`config.mk`:
```
export PLATFORM = sky130hd
export DESIGN_NAME = rct_count_ram
export DESIGN_NICKNAME = d
export VERILOG_FILES = /design/src/hw/rtl/rct_pkg.sv /design/src/hw/rtl/rct_count_ram.sv
export SDC_FILE = /design/constraint.sdc
export NUM_CORES = 1
export LEC_CHECK = 0
export BUFFER_PORTS_ARGS = -buffer_cell sky130_fd_sc_hd__buf_2
export CORE_AREA = 2 2 256 258
export DETAILED_ROUTE_END_ITERATION = 8
export DIE_AREA = 0 0 258 260
export PLACE_DENSITY = 0.77
export SKIP_LAST_GASP = 1
export SLEW_MARGIN = 20
export SYNTH_ARGS = -nofsm -noshare
export SYNTH_HDL_FRONTEND = slang
export SYNTH_SLANG_ARGS = --single-unit
```
`constraint.sdc`:
```
create_clock -name clk -period 2.7 [get_ports clk]
set_clock_uncertainty 0.15 [all_clocks]
set_input_delay 0.135 -clock clk [delete_from_list [all_inputs] [get_ports clk]]
set_output_delay 0.135 -clock clk [all_outputs]
set_load 0.02 [all_outputs]
```
`src/hw/rtl/rct_pkg.sv`:
```
// ----------------------------------------------------------------------------
// Reference count tracker package
// Shared sizes, opcodes, status codes and the lookup result type.
// ----------------------------------------------------------------------------
package rct_pkg;

    localparam int ENTRIES    = 64;
    localparam int COUNT_BITS = 16;
    localparam int IDX_BITS   = (ENTRIES > 1) ? $clog2(ENTRIES) : 1;
    localparam int LIVE_BITS  = $clog2(ENTRIES + 1);

    localparam int ADDR_W     = 64;
    localparam int OP_W       = 2;
    localparam int STATUS_W   = 3;
    localparam int REFCNT_W   = 16;
    localparam int LIVEOUT_W  = 7;

    typedef logic [IDX_BITS-1:0]   idx_t;
    typedef logic [COUNT_BITS-1:0] count_t;
    typedef logic [LIVE_BITS-1:0]  live_t;
    typedef logic [ADDR_W-1:0]     addr_t;
    typedef logic [OP_W-1:0]       op_t;
    typedef logic [STATUS_W-1:0]   status_t;

    localparam op_t OP_ALLOC   = 2'd0;
    localparam op_t OP_ADDREF  = 2'd1;
    localparam op_t OP_RELEASE = 2'd2;
    localparam op_t OP_LEAK    = 2'd3;

    localparam status_t ST_OK            = 3'd0;
    localparam status_t ST_ALLOC_LIVE    = 3'd1;
    localparam status_t ST_ADD_UNTRACKED = 3'd2;
    localparam status_t ST_ADD_RELEASED  = 3'd3;
    localparam status_t ST_REL_UNTRACKED = 3'd4;
    localparam status_t ST_REL_RELEASED  = 3'd5;
    localparam status_t ST_LEAK          = 3'd6;
    localparam status_t ST_FULL_SAT      = 3'd7;

    localparam count_t COUNT_MAX = '1;

    // Outcome of the parallel tag search for one address.
    typedef struct packed {
        logic hit;
        idx_t hit_idx;
        logic free_ok;
        idx_t free_idx;
    } lookup_t;

endpackage

```
`src/hw/rtl/rct_count_ram.sv`:
```
// ----------------------------------------------------------------------------
// Count memory
// One-port-write, one-port-read synchronous memory holding the reference
// counts, with registered read data.
// ----------------------------------------------------------------------------
module rct_count_ram (
    input  logic            clk,
    input  logic            rd_en,
    input  rct_pkg::idx_t   rd_addr,
    output rct_pkg::count_t rd_data,
    input  logic            wr_en,
    input  rct_pkg::idx_t   wr_addr,
    input  rct_pkg::count_t wr_data
);

    rct_pkg::count_t mem [rct_pkg::ENTRIES];
    rct_pkg::count_t rd_data_reg;

    always_ff @(posedge clk)
    begin
        if (wr_en)
        begin
            mem[wr_addr] <= wr_data;
        end
        if (rd_en)
        begin
            rd_data_reg <= mem[rd_addr];
        end
    end

    assign rd_data = rd_data_reg;

endmodule

```
==> summary.txt <==
Floorplanning
  – Die ar.: 67100 sq um
  – Die H: 260 um
  – Core area: 64100 sq um
  – Ports: 47
  – Die W: 258 um
  – Site Rows: 93
  – Starting Density: 0.627

Pwr
  – Total power: 33.6 mW
  – Leak: 14.9 nW
  – Power Density: 731 nW/um^2
  – Peak VDD IR: 0.543 mV

Worst hold path
  – Hold Startpoint: wr_data[6]
  – Worst hold path class: in -> reg
  – Hold depth: 2
  – Min-Delay Endpoint: mem[48][6]$_DFFE_PP_

Synthesis
  – Synth area leaders: edfxtp_1 78%, mux4_2 12%, mux2i_1 2.1%, mux2_2 0.76%, a22oi_1 0.73%
  – Flop and latch count out of synthesis: 1040
  – Yosys Warn Count: 0
  – Sequential area share after synthesis: 0.777
  – Synth Area per Inst: 22.0 sq um
  – Syn_nets: 1860
  – Synthesized area: 40200 sq um
  – Yosys top cell by area: edfxtp_1
  – Synth Instances: 1829
  – Unique masters post-synth: 42
  – Area fraction of the dominant cell type after synthesis: 0.777

Route
  – Drt initial violations: 2825
  – Final ANT Viol Nets: 0
  – Drt first pass iters: 5
  – Post-detailed-route wirelength per cell: 32.0 um
  – DR DRC count: 0
  – Vias/cell: 6.70
  – Vias: 20300
  – Final WL: 96800 um

STA
  – Final slew viol count: 0
  – Fin. Hold Viols: 0
  – Min Tclk post-route: 2300 ps
  – Slew @ Worst Pin: 832 ps
  – RSZ-0062 raised after global routing: no
  – Final setup TNS: 0 ps
  – Tcrit/Tclk final: 0.851
  – Slew margin rel.: 0.444
  – Final setup viols: 0
  – Max Clock Freq: 435 MHz

Clock network
  – CTS tree: done
  – Clock slew at reported path FFs: 60 ps
  – Clk_lat worst skew: 660 ps
  – H-Tree Depth: 3
  – Setup bufs post-CTS: 0
  – Cts repair resizes: 0
  – CTS Root Cell: clkbuf_16
  – CTS Buf Count: 100
  – Clock buffer depth: 3
  – Clock Sinks: 1040

Global routing
  – Initial antenna violation count: 2
  – First-pass GRT wire length: 142000 um
  – Gr ovfl total: 0
  – Vias in the first global route: 20500
  – Global-route usage over all layers: 0.298
  – Pin count of the biggest net entering global routing: 65

Place
  – DP HPWL: 57700 um
  – Port Buffers: 46
  – GP Congestion: 0.879

Setup path
  – Startpoint types: input pin
  – Worst EP arrival: 2490 ps
  – Setup CP Type: in -> reg
  – Crit Path Max Fanout: 12
  – Worst reg2reg startpoint: mem[28][3]$_DFFE_PP_
  – Reg2reg end: rd_data[3]$_DFFE_PP_
  – Flop2flop setup slack: 440 ps
  – Reg2reg path depth: 6
  – Endpoint class of the critical path: flop
  – CP cell instances: dlygate4sd3_1, buf_2, nor2b_1, nand3_1, nor2_1, buf_4
  – Required @ worst endpoint: 2890 ps
  – CP peak stage delay: 560 ps
  – Highest-delay cell along the critical path: nand3_1

Run status
  – Status: complete, no violations

Finish
  – Share of cells above drive strength 1: 0.298
  – Fin nets: 2123
  – Number of flip-flops in the largest register: 1024
  – Ant. Diodes: 0
  – Area grow syn2layout: 14.4%

Flow run
  – Number of max-cap violations: 0
-- cell type report --
cell class              instances  area (sq um)
multi-input cells             685          8250
fillers                      3484         18100
repair buffers                265          2220
clock inverters                67           638
well taps                     855          1070
flip-flops and latches       1040         31200
clock buffers                 115          2600
-- repair_timing --
action	in CTS	in global routing
endpoints found under the hold margin	327	0
endpoints found under the setup margin	0	0
hold buffers	18	0
-- logic make-up after synthesis --
group           synth area share
compound gates            0.0240
simple gates              0.0264
mux                        0.155
buf+inv                   0.0182
flops                      0.777
-- cells in the final DEF (no fill, tap or decap), types with 3 or more instances in the layout --
cell type / instances
a211o_1: 8
a211oi_1: 8
a21oi_1: 17
a221o_1: 6
a221oi_1: 16
a22o_1: 6
a22oi_1: 39
a311oi_1: 8
a31oi_1: 8
a41oi_1: 5
and4_1: 5
buf_12: 22
buf_2: 43
buf_4: 179
bufinv_16: 11
clkbuf_1: 13
clkbuf_16: 102
clkinv_1: 25
clkinv_2: 15
clkinv_4: 3
clkinvlp_4: 7
dlygate4sd3_1: 18
edfxtp_1: 1040
inv_6: 5
mux2_2: 27
mux2i_1: 85
mux4_1: 4
mux4_2: 220
nand2_1: 59
nand2b_1: 3
nand3_1: 24
nand4_1: 12
nor2_1: 72
nor2b_1: 30
nor4_2: 3
o21ai_0: 5
o21ai_1: 3
-- per-stage QoR --
stage / setup slack (ps) / cell area (sq um) / util / instances / hold WS, ps
final: 402 / 46000 / 0.718 / 3027 / 60.9
after global placement: 142 / 42600 / 0.664 / 2827 / 203
after CTS: 401 / 46000 / 0.718 / 3027 / 32.4
after global routing: 362 / 46000 / 0.718 / 3027 / 43.2
after detailed placement: 114 / 42600 / 0.664 / 2827 / 216
after floorplan: 380 / 40200 / - / 1829 / 83.9
-- cell usage after synthesis, drive strengths merged --
cell type / instances
clkbuf: 27
a22oi: 39
mux2i: 85
o21ai: 8
mux4: 224
and2: 2
or3: 1
buf: 77
nand2b: 3
a22o: 6
nor2: 74
and4: 5
nand3: 24
a211oi: 8
nand4b: 1
nand2: 60
nor3: 2
a221oi: 16
a221o: 6
nor4: 3
or3b: 1
nand4: 12
a21oi: 17
edfxtp: 1040
a311oi: 8
nand3b: 2
a211o: 8
nor2b: 30
a41oi: 5
a31oi: 8
mux2: 27
-- critical path: cells and delay by family --
| kind | cells | cell delay [ps] |
|---|---|---|
| buffers and inverters | 3 | 1090 |
| AND/OR/NAND/NOR | 3 | 1250 |
-- where the power goes --
part | internal, mW | total (mW) | switching [mW]
Combinational | 0.720 | 1.84 | 1.12
Sequential | 17.9 | 18.0 | 0.0475
Clock | 7.96 | 13.8 | 5.87
-- routing by layer --
metal / wire (um) / vias to the layer above / global-route usage
met3: 10200 / 194 / 0.0502
met1: 34700 / 10600 / 0.416
met2: 48500 / 1297 / 0.486
li1: - / 8223 / -
met4: 3420 / 2 / 0.102
met5: 11 / - / 0
-- worst max path at each step --
stage	start	endpoint
global route	mem[30][3]$_DFFE_PP_	rd_data[3]$_DFFE_PP_
detailed placement	rd_addr[1]	rd_data[4]$_DFFE_PP_
floorplan	wr_addr[3]	mem[48][0]$_DFFE_PP_
global placement	rd_addr[1]	rd_data[4]$_DFFE_PP_
finish	wr_addr[1]	mem[3][12]$_DFFE_PP_
CTS	mem[21][0]$_DFFE_PP_	rd_data[0]$_DFFE_PP_
(Power assumes the default switching activity.)
